$ cat config.mk
export PLATFORM = sky130hd
export DESIGN_NAME = bitmap_cell_allocator_core
export DESIGN_NICKNAME = d
export VERILOG_FILES = /design/src/sv/bca_pkg.sv /design/src/sv/bitmap_cell_allocator_core.sv /design/src/sv/bca_ctrl.sv /design/src/sv/bca_datapath.sv
export SDC_FILE = /design/constraint.sdc
export NUM_CORES = 1
export LEC_CHECK = 0
export BUFFER_PORTS_ARGS = -buffer_cell sky130_fd_sc_hd__buf_4
export CORE_MARGIN = 2
export CORE_UTILIZATION = 25
export CTS_CLUSTER_SIZE = 12
export DETAILED_ROUTE_END_ITERATION = 16
export GPL_TIMING_DRIVEN = 0
export PLACE_DENSITY = 0.44
export SYNTH_ARGS = -nofsm -noshare
export SYNTH_HDL_FRONTEND = slang
export SYNTH_SLANG_ARGS = --single-unit
$ cat constraint.sdc
create_clock -name clk -period 7.73 [get_ports clk]
set_input_delay 0.3865 -clock clk [delete_from_list [all_inputs] [get_ports clk]]
set_output_delay 0.3865 -clock clk [all_outputs]
set_load 0.01 [all_outputs]
$ cat src/sv/bca_pkg.sv
// ----------------------------------------------------------------------------
// bca_pkg
// Shared types and constants for the bitmap cell allocator: field widths,
// action and status codes, controller states and the command/status bundles.
// ----------------------------------------------------------------------------
package bca_pkg;

    // Default page size in cells
    localparam int CELLS_DEFAULT = 256;

    // Bitmap row width; the search looks at one row per cycle
    localparam int WORD_W  = 16;
    localparam int WORD_AW = $clog2(WORD_W);

    // Fixed field widths
    localparam int CNT_W  = 9;
    localparam int IDX_W  = 8;
    localparam int THR_W  = 7;
    localparam int STAT_W = 2;

    // Threshold after reset
    localparam logic [THR_W-1:0] THRESH_RESET = 7'd4;

    // Action codes
    localparam logic ACT_ALLOC = 1'b0;
    localparam logic ACT_FREE  = 1'b1;

    // Result status codes
    localparam logic [STAT_W-1:0] STAT_OK      = 2'd0;
    localparam logic [STAT_W-1:0] STAT_NO_ROOM = 2'd1;
    localparam logic [STAT_W-1:0] STAT_ZERO    = 2'd2;
    localparam logic [STAT_W-1:0] STAT_RANGE   = 2'd3;

    // Controller states
    typedef enum logic [2:0] {
        ST_IDLE,
        ST_CHECK,
        ST_SCAN,
        ST_MARK_RD,
        ST_MARK_WR,
        ST_DONE
    } bca_state_t;

    // Controller to datapath
    typedef struct packed {
        logic load;      // capture the request
        logic check;     // decide early exits, apply free bookkeeping
        logic scan;      // examine one bitmap row
        logic mark_wr;   // write back one marked row
        logic out_load;  // move the result into the output register
    } bca_cmd_t;

    // Datapath to controller
    typedef struct packed {
        logic check_done;  // request ends without touching the bitmap
        logic check_scan;  // allocate goes on to the search
        logic scan_hit;    // run found in the current row
        logic scan_last;   // current row is the last one
        logic mark_last;   // current marked row ends the run
        logic out_free;    // output register can take a result
    } bca_stat_t;

endpackage

$ cat src/sv/bitmap_cell_allocator_core.sv
// ----------------------------------------------------------------------------
// bitmap_cell_allocator_core
// First-fit allocator for one page of fixed-size cells held in a bitmap.
// ----------------------------------------------------------------------------
// One request is handled at a time; one result is returned per request, and
// the next request is taken while the previous result waits in the output
// register. The bitmap is kept in 16-cell rows of a single-port memory, and
// that memory port sets the timing: a request that ends at the checks goes
// straight to the result; an allocate searches up to CELLS/16 rows, rounded
// up (16 for the default page), then marks each row that the run spans by a
// read and a write-back, and a free only marks its rows. The next request
// can be accepted in the cycle after the result is loaded. No clearing pass
// is needed after reset: each row has a valid bit and reads as all free
// until first written.
// ----------------------------------------------------------------------------
module bitmap_cell_allocator_core
#(
    parameter int CELLS = bca_pkg::CELLS_DEFAULT
)
(
    input  logic        clk,
    input  logic        rst_n,
    // request stream
    input  logic        s_axis_tvalid,
    output logic        s_axis_tready,
    input  logic [23:0] s_axis_tdata,   // [8:0] cell_count, [16:9] start_index
    input  logic [0:0]  s_axis_tuser,   // [0] action
    // result stream
    output logic        m_axis_tvalid,
    input  logic        m_axis_tready,
    output logic [7:0]  m_axis_tdata,   // [7:0] cell_index
    output logic [2:0]  m_axis_tuser,   // [0] granted, [2:1] status
    // threshold register
    input  logic        cfg_wr_en,
    input  logic [6:0]  cfg_wr_data     // full_threshold
);

    bca_pkg::bca_cmd_t  cmd;
    bca_pkg::bca_stat_t stat;
    logic               res_granted;
    logic [bca_pkg::IDX_W-1:0]  res_index;
    logic [bca_pkg::STAT_W-1:0] res_status;

    // Sequencer
    bca_ctrl u_ctrl
    (
        .clk       (clk),
        .rst_n     (rst_n),
        .req_valid (s_axis_tvalid),
        .req_ready (s_axis_tready),
        .stat      (stat),
        .cmd       (cmd)
    );

    // Bitmap, search and bookkeeping
    bca_datapath #(.CELLS(CELLS)) u_datapath
    (
        .clk         (clk),
        .rst_n       (rst_n),
        .req_action  (s_axis_tuser[0]),
        .req_count   (s_axis_tdata[8:0]),
        .req_start   (s_axis_tdata[16:9]),
        .thr_wr_en   (cfg_wr_en),
        .thr_wr_data (cfg_wr_data),
        .res_valid   (m_axis_tvalid),
        .res_ready   (m_axis_tready),
        .res_granted (res_granted),
        .res_index   (res_index),
        .res_status  (res_status),
        .cmd         (cmd),
        .stat        (stat)
    );

    // Result packing
    assign m_axis_tdata = res_index;
    assign m_axis_tuser = {res_status, res_granted};

endmodule

$ cat src/sv/bca_ctrl.sv
// ----------------------------------------------------------------------------
// bca_ctrl
// Sequencer for the allocator: request capture, checks, row-by-row search,
// read-modify-write marking of the run, and hand-off of the result.
// ----------------------------------------------------------------------------
module bca_ctrl
(
    input  logic               clk,
    input  logic               rst_n,
    input  logic               req_valid,
    output logic               req_ready,
    input  bca_pkg::bca_stat_t stat,
    output bca_pkg::bca_cmd_t  cmd
);

    bca_pkg::bca_state_t state_reg;
    bca_pkg::bca_state_t state_next;

    // State register
    always_ff @(posedge clk or negedge rst_n)
    begin
        if (!rst_n)
        begin
            state_reg <= bca_pkg::ST_IDLE;
        end
        else
        begin
            state_reg <= state_next;
        end
    end

    // Next state
    always_comb
    begin
        state_next = state_reg;
        unique case (state_reg)
            bca_pkg::ST_IDLE:
            begin
                if (req_valid)
                begin
                    state_next = bca_pkg::ST_CHECK;
                end
            end
            bca_pkg::ST_CHECK:
            begin
                if (stat.check_done)
                begin
                    state_next = bca_pkg::ST_DONE;
                end
                else if (stat.check_scan)
                begin
                    state_next = bca_pkg::ST_SCAN;
                end
                else
                begin
                    state_next = bca_pkg::ST_MARK_RD;
                end
            end
            bca_pkg::ST_SCAN:
            begin
                if (stat.scan_hit)
                begin
                    state_next = bca_pkg::ST_MARK_RD;
                end
                else if (stat.scan_last)
                begin
                    state_next = bca_pkg::ST_DONE;
                end
            end
            bca_pkg::ST_MARK_RD:
            begin
                state_next = bca_pkg::ST_MARK_WR;
            end
            bca_pkg::ST_MARK_WR:
            begin
                if (stat.mark_last)
                begin
                    state_next = bca_pkg::ST_DONE;
                end
                else
                begin
                    state_next = bca_pkg::ST_MARK_RD;
                end
            end
            bca_pkg::ST_DONE:
            begin
                if (stat.out_free)
                begin
                    state_next = bca_pkg::ST_IDLE;
                end
            end
            default:
            begin
                state_next = bca_pkg::ST_IDLE;
            end
        endcase
    end

    // Outputs
    always_comb
    begin
        req_ready    = 1'b0;
        cmd          = '0;
        unique case (state_reg)
            bca_pkg::ST_IDLE:
            begin
                req_ready = 1'b1;
                cmd.load  = req_valid;
            end
            bca_pkg::ST_CHECK:
            begin
                cmd.check = 1'b1;
            end
            bca_pkg::ST_SCAN:
            begin
                cmd.scan = 1'b1;
            end
            bca_pkg::ST_MARK_RD:
            begin
                cmd = '0;
            end
            bca_pkg::ST_MARK_WR:
            begin
                cmd.mark_wr = 1'b1;
            end
            bca_pkg::ST_DONE:
            begin
                cmd.out_load = stat.out_free;
            end
            default:
            begin
                cmd = '0;
            end
        endcase
    end

endmodule

$ cat src/sv/bca_datapath.sv
// ----------------------------------------------------------------------------
// bca_datapath
// Bitmap row memory, first-fit run search over one row per cycle, run
// marking, free-estimate bookkeeping, threshold register and output register.
// ----------------------------------------------------------------------------
module bca_datapath
#(
    parameter int CELLS = bca_pkg::CELLS_DEFAULT
)
(
    input  logic                           clk,
    input  logic                           rst_n,
    // request
    input  logic                           req_action,
    input  logic [bca_pkg::CNT_W-1:0]      req_count,
    input  logic [bca_pkg::IDX_W-1:0]      req_start,
    // threshold write
    input  logic                           thr_wr_en,
    input  logic [bca_pkg::THR_W-1:0]      thr_wr_data,
    // result
    output logic                           res_valid,
    input  logic                           res_ready,
    output logic                           res_granted,
    output logic [bca_pkg::IDX_W-1:0]      res_index,
    output logic [bca_pkg::STAT_W-1:0]     res_status,
    // controller link
    input  bca_pkg::bca_cmd_t              cmd,
    output bca_pkg::bca_stat_t             stat
);

    localparam int WORD_W  = bca_pkg::WORD_W;
    localparam int WORD_AW = bca_pkg::WORD_AW;
    localparam int ROWS    = (CELLS + WORD_W - 1) / WORD_W;
    localparam int ROW_W   = (ROWS > 1) ? $clog2(ROWS) : 1;
    localparam int EST_W   = $clog2(CELLS + 1);
    localparam int CALC_W  = ((EST_W > bca_pkg::CNT_W + 1) ? EST_W : bca_pkg::CNT_W + 1) + 1;
    localparam logic [CALC_W-1:0] CELLS_C = CALC_W'(CELLS);
    localparam logic [ROW_W-1:0]  LAST_ROW = ROW_W'(ROWS - 1);

    // Request capture
    logic                         action_reg;
    logic [bca_pkg::CNT_W-1:0]    count_reg;
    logic [bca_pkg::IDX_W-1:0]    first_reg;

    // Page bookkeeping
    logic [EST_W-1:0]             est_reg;
    logic                         full_reg;
    logic [bca_pkg::THR_W-1:0]    thr_reg;

    // Search and marking
    logic [ROW_W-1:0]             scan_row_reg;
    logic [CALC_W-1:0]            carry_reg;
    logic [CALC_W-1:0]            mark_first_reg;
    logic [CALC_W-1:0]            mark_last_reg;
    logic [ROW_W-1:0]             mark_row_reg;
    logic                         mark_set_reg;

    // Pending result
    logic                         pend_granted_reg;
    logic [bca_pkg::IDX_W-1:0]    pend_index_reg;
    logic [bca_pkg::STAT_W-1:0]   pend_status_reg;

    // Output register
    logic                         out_valid_reg;
    logic                         out_granted_reg;
    logic [bca_pkg::IDX_W-1:0]    out_index_reg;
    logic [bca_pkg::STAT_W-1:0]   out_status_reg;

    // Bitmap rows
    logic [WORD_W-1:0]            mem [ROWS];
    logic [ROWS-1:0]              row_valid_reg;
    logic [WORD_W-1:0]            mem_q_reg;
    logic                         rd_valid_reg;
    logic [ROW_W-1:0]             rd_addr;
    logic [WORD_W-1:0]            word;

    // Arithmetic views
    logic [CALC_W-1:0]            count_w;
    logic [CALC_W-1:0]            first_w;
    logic [CALC_W-1:0]            est_w;
    logic [CALC_W-1:0]            thr_w;
    logic [CALC_W-1:0]            est_alloc;
    logic [CALC_W-1:0]            est_fail;
    logic [CALC_W-1:0]            est_sum;
    logic [CALC_W-1:0]            est_sat;
    logic                         is_zero;
    logic                         alloc_range;
    logic                         free_range;
    logic                         no_room;

    // Row search
    logic [CALC_W-1:0]            scan_base;
    logic [WORD_W-1:0]            used;
    logic [CALC_W-1:0]            run [WORD_W];
    logic [WORD_W-1:0]            hit;
    logic                         hit_any;
    logic [WORD_AW-1:0]           hit_pos;
    logic [CALC_W-1:0]            last_pos;
    logic [CALC_W-1:0]            start_pos;
    logic                         have_used;
    logic [WORD_AW-1:0]           last_used;

    // Row marking
    logic [CALC_W-1:0]            mark_base;
    logic [WORD_W-1:0]            mark_mask;
    logic [WORD_W-1:0]            mark_data;

    // Decisions
    logic                         do_free;
    logic                         do_hit;
    logic                         do_fail;
    logic                         do_early;

    // Arithmetic on the captured request
    always_comb
    begin
        count_w     = CALC_W'(count_reg);
        first_w     = CALC_W'(first_reg);
        est_w       = CALC_W'(est_reg);
        thr_w       = CALC_W'(thr_reg);
        est_alloc   = est_w - count_w;
        est_fail    = count_w - CALC_W'(1);
        est_sum     = est_w + count_w;
        est_sat     = (est_sum > CELLS_C) ? CELLS_C : est_sum;
        is_zero     = (count_reg == '0);
        alloc_range = (count_w > CELLS_C);
        free_range  = ((first_w + count_w) > CELLS_C);
        no_room     = full_reg || (est_w < count_w);
    end

    // Row read: word 0 on entry to the search, next row while searching,
    // current mark row otherwise
    always_comb
    begin
        if (cmd.check)
        begin
            rd_addr = '0;
        end
        else if (cmd.scan)
        begin
            rd_addr = (scan_row_reg == LAST_ROW) ? '0 : scan_row_reg + ROW_W'(1);
        end
        else
        begin
            rd_addr = mark_row_reg;
        end
    end

    // Rows never written read as all free
    assign word = rd_valid_reg ? mem_q_reg : '0;

    // Run length ending at each bit of the row, carried over from lower rows
    always_comb
    begin
        have_used = 1'b0;
        last_used = '0;
        hit_any   = 1'b0;
        hit_pos   = '0;
        scan_base = CALC_W'(scan_row_reg) << WORD_AW;
        for (int j = 0; j < WORD_W; j++)
        begin
            // cells past the page end count as used
            used[j] = word[j] || ((scan_base + CALC_W'(j)) >= CELLS_C);
        end
        for (int j = 0; j < WORD_W; j++)
        begin
            have_used = 1'b0;
            last_used = '0;
            for (int k = 0; k < WORD_W; k++)
            begin
                if (k <= j && used[k])
                begin
                    have_used = 1'b1;
                    last_used = WORD_AW'(k);
                end
            end
            if (used[j])
            begin
                run[j] = '0;
            end
            else if (have_used)
            begin
                run[j] = CALC_W'(j) - CALC_W'(last_used);
            end
            else
            begin
                run[j] = carry_reg + CALC_W'(j + 1);
            end
            hit[j] = !used[j] && (run[j] >= count_w);
        end
        // lowest hit
        for (int j = WORD_W - 1; j >= 0; j--)
        begin
            if (hit[j])
            begin
                hit_any = 1'b1;
                hit_pos = WORD_AW'(j);
            end
        end
        last_pos  = scan_base + CALC_W'(hit_pos);
        start_pos = last_pos + CALC_W'(1) - count_w;
    end

    // Set or clear the run's bits in the current mark row
    always_comb
    begin
        mark_base = CALC_W'(mark_row_reg) << WORD_AW;
        for (int j = 0; j < WORD_W; j++)
        begin
            mark_mask[j] = ((mark_base + CALC_W'(j)) >= mark_first_reg) &&
                           ((mark_base + CALC_W'(j)) <= mark_last_reg);
        end
        mark_data = mark_set_reg ? (word | mark_mask) : (word & ~mark_mask);
    end

    // Decisions taken this cycle
    always_comb
    begin
        do_early = cmd.check && (is_zero ||
                   ((action_reg == bca_pkg::ACT_ALLOC) ? (alloc_range || no_room)
                                                       : free_range));
        do_free  = cmd.check && !is_zero && (action_reg == bca_pkg::ACT_FREE) && !free_range;
        do_hit   = cmd.scan && hit_any;
        do_fail  = cmd.scan && !hit_any && (scan_row_reg == LAST_ROW);
    end

    // Status to controller
    always_comb
    begin
        stat.check_done = is_zero ||
                          ((action_reg == bca_pkg::ACT_ALLOC) ? (alloc_range || no_room)
                                                              : free_range);
        stat.check_scan = !is_zero && (action_reg == bca_pkg::ACT_ALLOC) &&
                          !alloc_range && !no_room;
        stat.scan_hit   = hit_any;
        stat.scan_last  = (scan_row_reg == LAST_ROW);
        stat.mark_last  = (mark_row_reg == mark_last_reg[ROW_W+WORD_AW-1:WORD_AW]);
        stat.out_free   = !out_valid_reg || res_ready;
    end

    // Bitmap memory
    always_ff @(posedge clk)
    begin
        if (cmd.mark_wr)
        begin
            mem[mark_row_reg] <= mark_data;
        end
        mem_q_reg <= mem[rd_addr];
    end

    // Row valid bits
    always_ff @(posedge clk or negedge rst_n)
    begin
        if (!rst_n)
        begin
            row_valid_reg <= '0;
            rd_valid_reg  <= 1'b0;
        end
        else
        begin
            if (cmd.mark_wr)
            begin
                row_valid_reg[mark_row_reg] <= 1'b1;
            end
            rd_valid_reg <= row_valid_reg[rd_addr];
        end
    end

    // Page state and threshold
    always_ff @(posedge clk or negedge rst_n)
    begin
        if (!rst_n)
        begin
            est_reg  <= EST_W'(CELLS);
            full_reg <= 1'b0;
            thr_reg  <= bca_pkg::THRESH_RESET;
        end
        else
        begin
            if (thr_wr_en)
            begin
                thr_reg <= thr_wr_data;
            end
            if (do_free)
            begin
                est_reg <= est_sat[EST_W-1:0];
                if (est_w < thr_w && est_sat >= thr_w)
                begin
                    full_reg <= 1'b0;
                end
            end
            else if (do_hit)
            begin
                est_reg <= est_alloc[EST_W-1:0];
                if (est_alloc < thr_w)
                begin
                    full_reg <= 1'b1;
                end
            end
            else if (do_fail)
            begin
                est_reg <= est_fail[EST_W-1:0];
                if (est_fail < thr_w)
                begin
                    full_reg <= 1'b1;
                end
            end
        end
    end

    // Request, search and mark registers
    always_ff @(posedge clk)
    begin
        if (cmd.load)
        begin
            action_reg <= req_action;
            count_reg  <= req_count;
            first_reg  <= req_start;
        end
        if (cmd.check)
        begin
            scan_row_reg <= '0;
            carry_reg    <= '0;
        end
        else if (cmd.scan)
        begin
            scan_row_reg <= scan_row_reg + ROW_W'(1);
            carry_reg    <= run[WORD_W-1];
        end
        if (do_free)
        begin
            mark_first_reg <= first_w;
            mark_last_reg  <= first_w + count_w - CALC_W'(1);
            mark_row_reg   <= first_w[ROW_W+WORD_AW-1:WORD_AW];
            mark_set_reg   <= 1'b0;
        end
        else if (do_hit)
        begin
            mark_first_reg <= start_pos;
            mark_last_reg  <= last_pos;
            mark_row_reg   <= start_pos[ROW_W+WORD_AW-1:WORD_AW];
            mark_set_reg   <= 1'b1;
        end
        else if (cmd.mark_wr)
        begin
            mark_row_reg <= mark_row_reg + ROW_W'(1);
        end
    end

    // Pending result
    always_ff @(posedge clk)
    begin
        if (do_early)
        begin
            pend_granted_reg <= 1'b0;
            pend_index_reg   <= '0;
            if (is_zero)
            begin
                pend_status_reg <= bca_pkg::STAT_ZERO;
            end
            else if (action_reg == bca_pkg::ACT_ALLOC && !alloc_range)
            begin
                pend_status_reg <= bca_pkg::STAT_NO_ROOM;
            end
            else
            begin
                pend_status_reg <= bca_pkg::STAT_RANGE;
            end
        end
        else if (do_free)
        begin
            pend_granted_reg <= 1'b1;
            pend_index_reg   <= '0;
            pend_status_reg  <= bca_pkg::STAT_OK;
        end
        else if (do_hit)
        begin
            pend_granted_reg <= 1'b1;
            pend_index_reg   <= start_pos[bca_pkg::IDX_W-1:0];
            pend_status_reg  <= bca_pkg::STAT_OK;
        end
        else if (do_fail)
        begin
            pend_granted_reg <= 1'b0;
            pend_index_reg   <= '0;
            pend_status_reg  <= bca_pkg::STAT_NO_ROOM;
        end
    end

    // Output register valid
    always_ff @(posedge clk or negedge rst_n)
    begin
        if (!rst_n)
        begin
            out_valid_reg <= 1'b0;
        end
        else if (cmd.out_load)
        begin
            out_valid_reg <= 1'b1;
        end
        else if (res_ready)
        begin
            out_valid_reg <= 1'b0;
        end
    end

    // Output register payload
    always_ff @(posedge clk)
    begin
        if (cmd.out_load)
        begin
            out_granted_reg <= pend_granted_reg;
            out_index_reg   <= pend_index_reg;
            out_status_reg  <= pend_status_reg;
        end
    end

    assign res_valid   = out_valid_reg;
    assign res_granted = out_granted_reg;
    assign res_index   = out_index_reg;
    assign res_status  = out_status_reg;

endmodule
==> summary.md <==
| Metric | Value |
|---|---|
| PwrDens | `471.6 nW/um^2` |
| Cell Area, Synth | `25610 sq um` |
| Post-layout minimum cycle time | `slightly above 7000 ps` |
| Critical path required time | `8250 ps` |
| Max layer used | `met4` |
| Critical R2R Launch | `u_datapath.carry_reg[3]` |
| Hold EP | `u_datapath.thr_reg[3]` |
| Crit path launch type | `register` |
| Ys Warns | `0` |
| Placed Instances | `4064` |
| Final setup vio count | `0` |
| Clk slew on worst S/H paths | `roughly 60 ps` |
| DRT Pass-1 Iters | `5` |
| Post-synth EDFFs | `between 300 and 400` |
| Average wire per standard cell | `about 22 microns` |
| Area grow syn2layout | `16.68%` |
| R2R Path End | `u_datapath.mark_first_reg[10]` |
| First-pass GRT wire length | `137700 microns` |
| Post-route insts no fill | `4174` |
| DR WL met3 | `4182 microns` |
| Worst setup path startpoint | `u_datapath.carry_reg[3]` |
| Cell area after layout | `29890 sq um` |
| Num rows | `117` |
| H-tree Lvls | `2` |
| Core area | `~100000 sq um` |
| Commonest non-fill, non-tap cell in the layout | `nand2_1` |
| CP dominant cell by count | `a21oi_1` |
| Synthesized instance count | `2624` |
| Metal2 WL | `around 44000 microns` |
| CTS tree | `yes` |
| Post-synth top area share | `around 36%` |
| Fin nets | `3068` |
| Unique cell type count in the Yosys netlist | `93` |
| Worst-Margin Slew | `1282 ps` |
| Setup TNS | `0 ps` |
| Final ANT Viol Nets | `0` |
| Num Clock Sinks | `around 390` |
| Post-synth ARST share | `9.694%` |
| Max FFs per register | `around 260` |
| Total CTS buffers | `44` |
| Routability cong. | `0.9462` |
| Max Clk Rate | `0.1374 GHz` |
| Most frequent cells in the layout | `nand2_1, edfxtp_1, ha_1` |
| Max Cap Violations | `0` |
| Metal-1 WL | `43960 microns` |
| Later-pin clock latency in the skew report | `600 ps` |
| CP max stage delay | `770 ps` |
| Ant. Diodes | `0` |
| Drt initial violations | `approximately 1600` |
| Status | `completed` |
| Hold path depth | `3` |
| Full die area | `105000 sq um` |
| Flop-to-flop setup slack | `450 ps` |
| PortBufs | `42` |
| Min Hold Slack | `63.15 ps` |
| Cells on worst reg2reg path | `27` |
| Crit Path Max Fanout | `10` |
| HP Start | `cfg_wr_data[3]` |
| Syn nets | `2919` |
| Cell taking the most area after synthesis | `edfxtp_1` |
| Ys flop type | `edfxtp_1` |
| CTS max path bufs | `3` |
| Leakage | `11.26 nW` |
| Tot Pwr | `0.01409 W` |
| Die Span Y | `324.1 microns` |
| Initial cell density of the core | `25.18%` |
| Number of global-route vias before repair | `between 20000 and 25000` |
| Final number of hold-violating endpoints | `0` |
| WP data arrival | `7800 ps` |
| CP max stage cell | `o31ai_1` |
| Post-Syn Area per Cell | `between 9 and 10 sq um` |
| Share of cells above drive strength 1 | `9.587%` |
| CTS root buf | `clkbuf_16` |
| Vias | `between 20000 and 25000` |
| Final Slew Violations | `0` |
| Initial antenna violation count | `0` |
| Setup Skew | `roughly 57 ps` |
| Via density | `5.040` |
| Total gr overflow | `0` |
| Hold crit path type | `in -> reg` |
| Drt drc | `0` |
| Synth Register Bits | `392` |
| Final wirelength | `93900 microns` |
| Gr usage total | `between 10% and 20%` |
| Pin count of the biggest net entering global routing | `39` |
| WS Path Type | `reg -> reg` |
| Top cells by area, synth | `edfxtp_1, ha_1, nand2_1` |
| Worst vdd ir | `0.0002094 V` |
| Slew HR | `14.20%` |
| Sequential share of the synthesized area | `43.50%` |
| I/O Pins | `50` |
| Die span in x | `324.1 microns` |
| Final period util | `94.16%` |
| Post-DP HPWL | `69430 microns` |
| Setup crit end kind | `register` |
| DP Area | `~28000 sq um` |
-- power by group --
| part | internal (W) | switching [W] |
|---|---|---|
| clock | 0.00112 | 0.000884 |
| sequential | 0.00308 | 0.000304 |
| combinational | 0.00290 | 0.00581 |
| total | 0.00710 | 0.00699 |
-- metal layers --
| layer | vias to the layer above | global-route usage, % |
|---|---|---|
| met4 | 0 | 4.506 |
| met1 | 10420 | 25.07 |
| met5 | - | 0 |
| met3 | 104 | 1.748 |
| li1 | 9982 | - |
| met2 | 535 | 28.90 |
-- cells by family (layout without fill, tap and decap cells) --
logic type,count (synthesis),count (layout),share of synthesized area [%]
simple gates,888,888,16.49
compound gates,706,706,18.25
flops,392,392,43.50
fa+ha+maj,258,258,12.72
buf+inv,221,403,3.483
xor+xnor,141,141,4.821
mux,18,18,0.7327
-- how the worst max path moves through the flow --
stage / cells past startpoint / end
global placement: 35 / u_datapath.mark_row_reg[3]
floorplan: 35 / u_datapath.mark_row_reg[3]
finish: 27 / u_datapath.mark_first_reg[10]
global route: 36 / u_datapath.mark_row_reg[1]
detailed placement: 35 / u_datapath.mark_row_reg[3]
CTS: 37 / u_datapath.mark_row_reg[3]
-- cell usage after synthesis, types with 24 or more instances --
library cell  instances
nand2_1             324
clkbuf_1            105
or2_2                24
a311oi_1             35
a31oi_1              47
xor2_1               58
nor3_1               44
a21o_1               33
o21a_1               26
xnor2_1              83
nor2b_1              34
nor2_1              195
ha_1                254
o21ai_0             100
inv_1                74
nand2b_1             37
dfxtp_1              44
a211oi_1            102
edfxtp_1            310
and2_1               85
dfrtp_1              36
nand3_1              53
a21oi_1             203
-- repair_timing --
item / CTS / global route
hold buffers: 19 / 0
pin swaps: 5 / 7
buffers inserted: 5 / 7
gates resized for setup: 14 / 23
endpoints found under the hold margin: 54 / 0
setup endpoints to repair: 48 / 31
-- final cells by class --
cell class	instances	area, sq um
fillers	10740	71850
multi-input cells	2011	13760
flip-flops and latches	392	11140
well taps	1368	1712
clock buffers	64	1206
repair buffers	104	1016
plain buffers	145	638.1
inverters	75	281.5
clock inverters	15	130.1
-- per-stage QoR --
| step | worst slack [ps] | util (%) |
|---|---|---|
| 2_1_floorplan | 571.4 | - |
| 4_1_cts | 17.46 | 29.25 |
| 5_1_grt | -50.72 | 29.38 |
| 3_3_place_gp | -1388 | 27.17 |
| 6_report | 451.6 | 29.38 |
| 3_5_place_dp | -1436 | 27.68 |
-- critical path, delay by kind of cell, from the launching register on --
family                     cells  cell delay, ps
buffers and inverters          3            1090
and+or+nand+nor                4             580
xor gates and xnor gates       1             190
adders and majority gates      4            1150
AOI/OAI and AO/OA             15            3710
DFF                            1             520
Power figures use the tool's default switching activity.
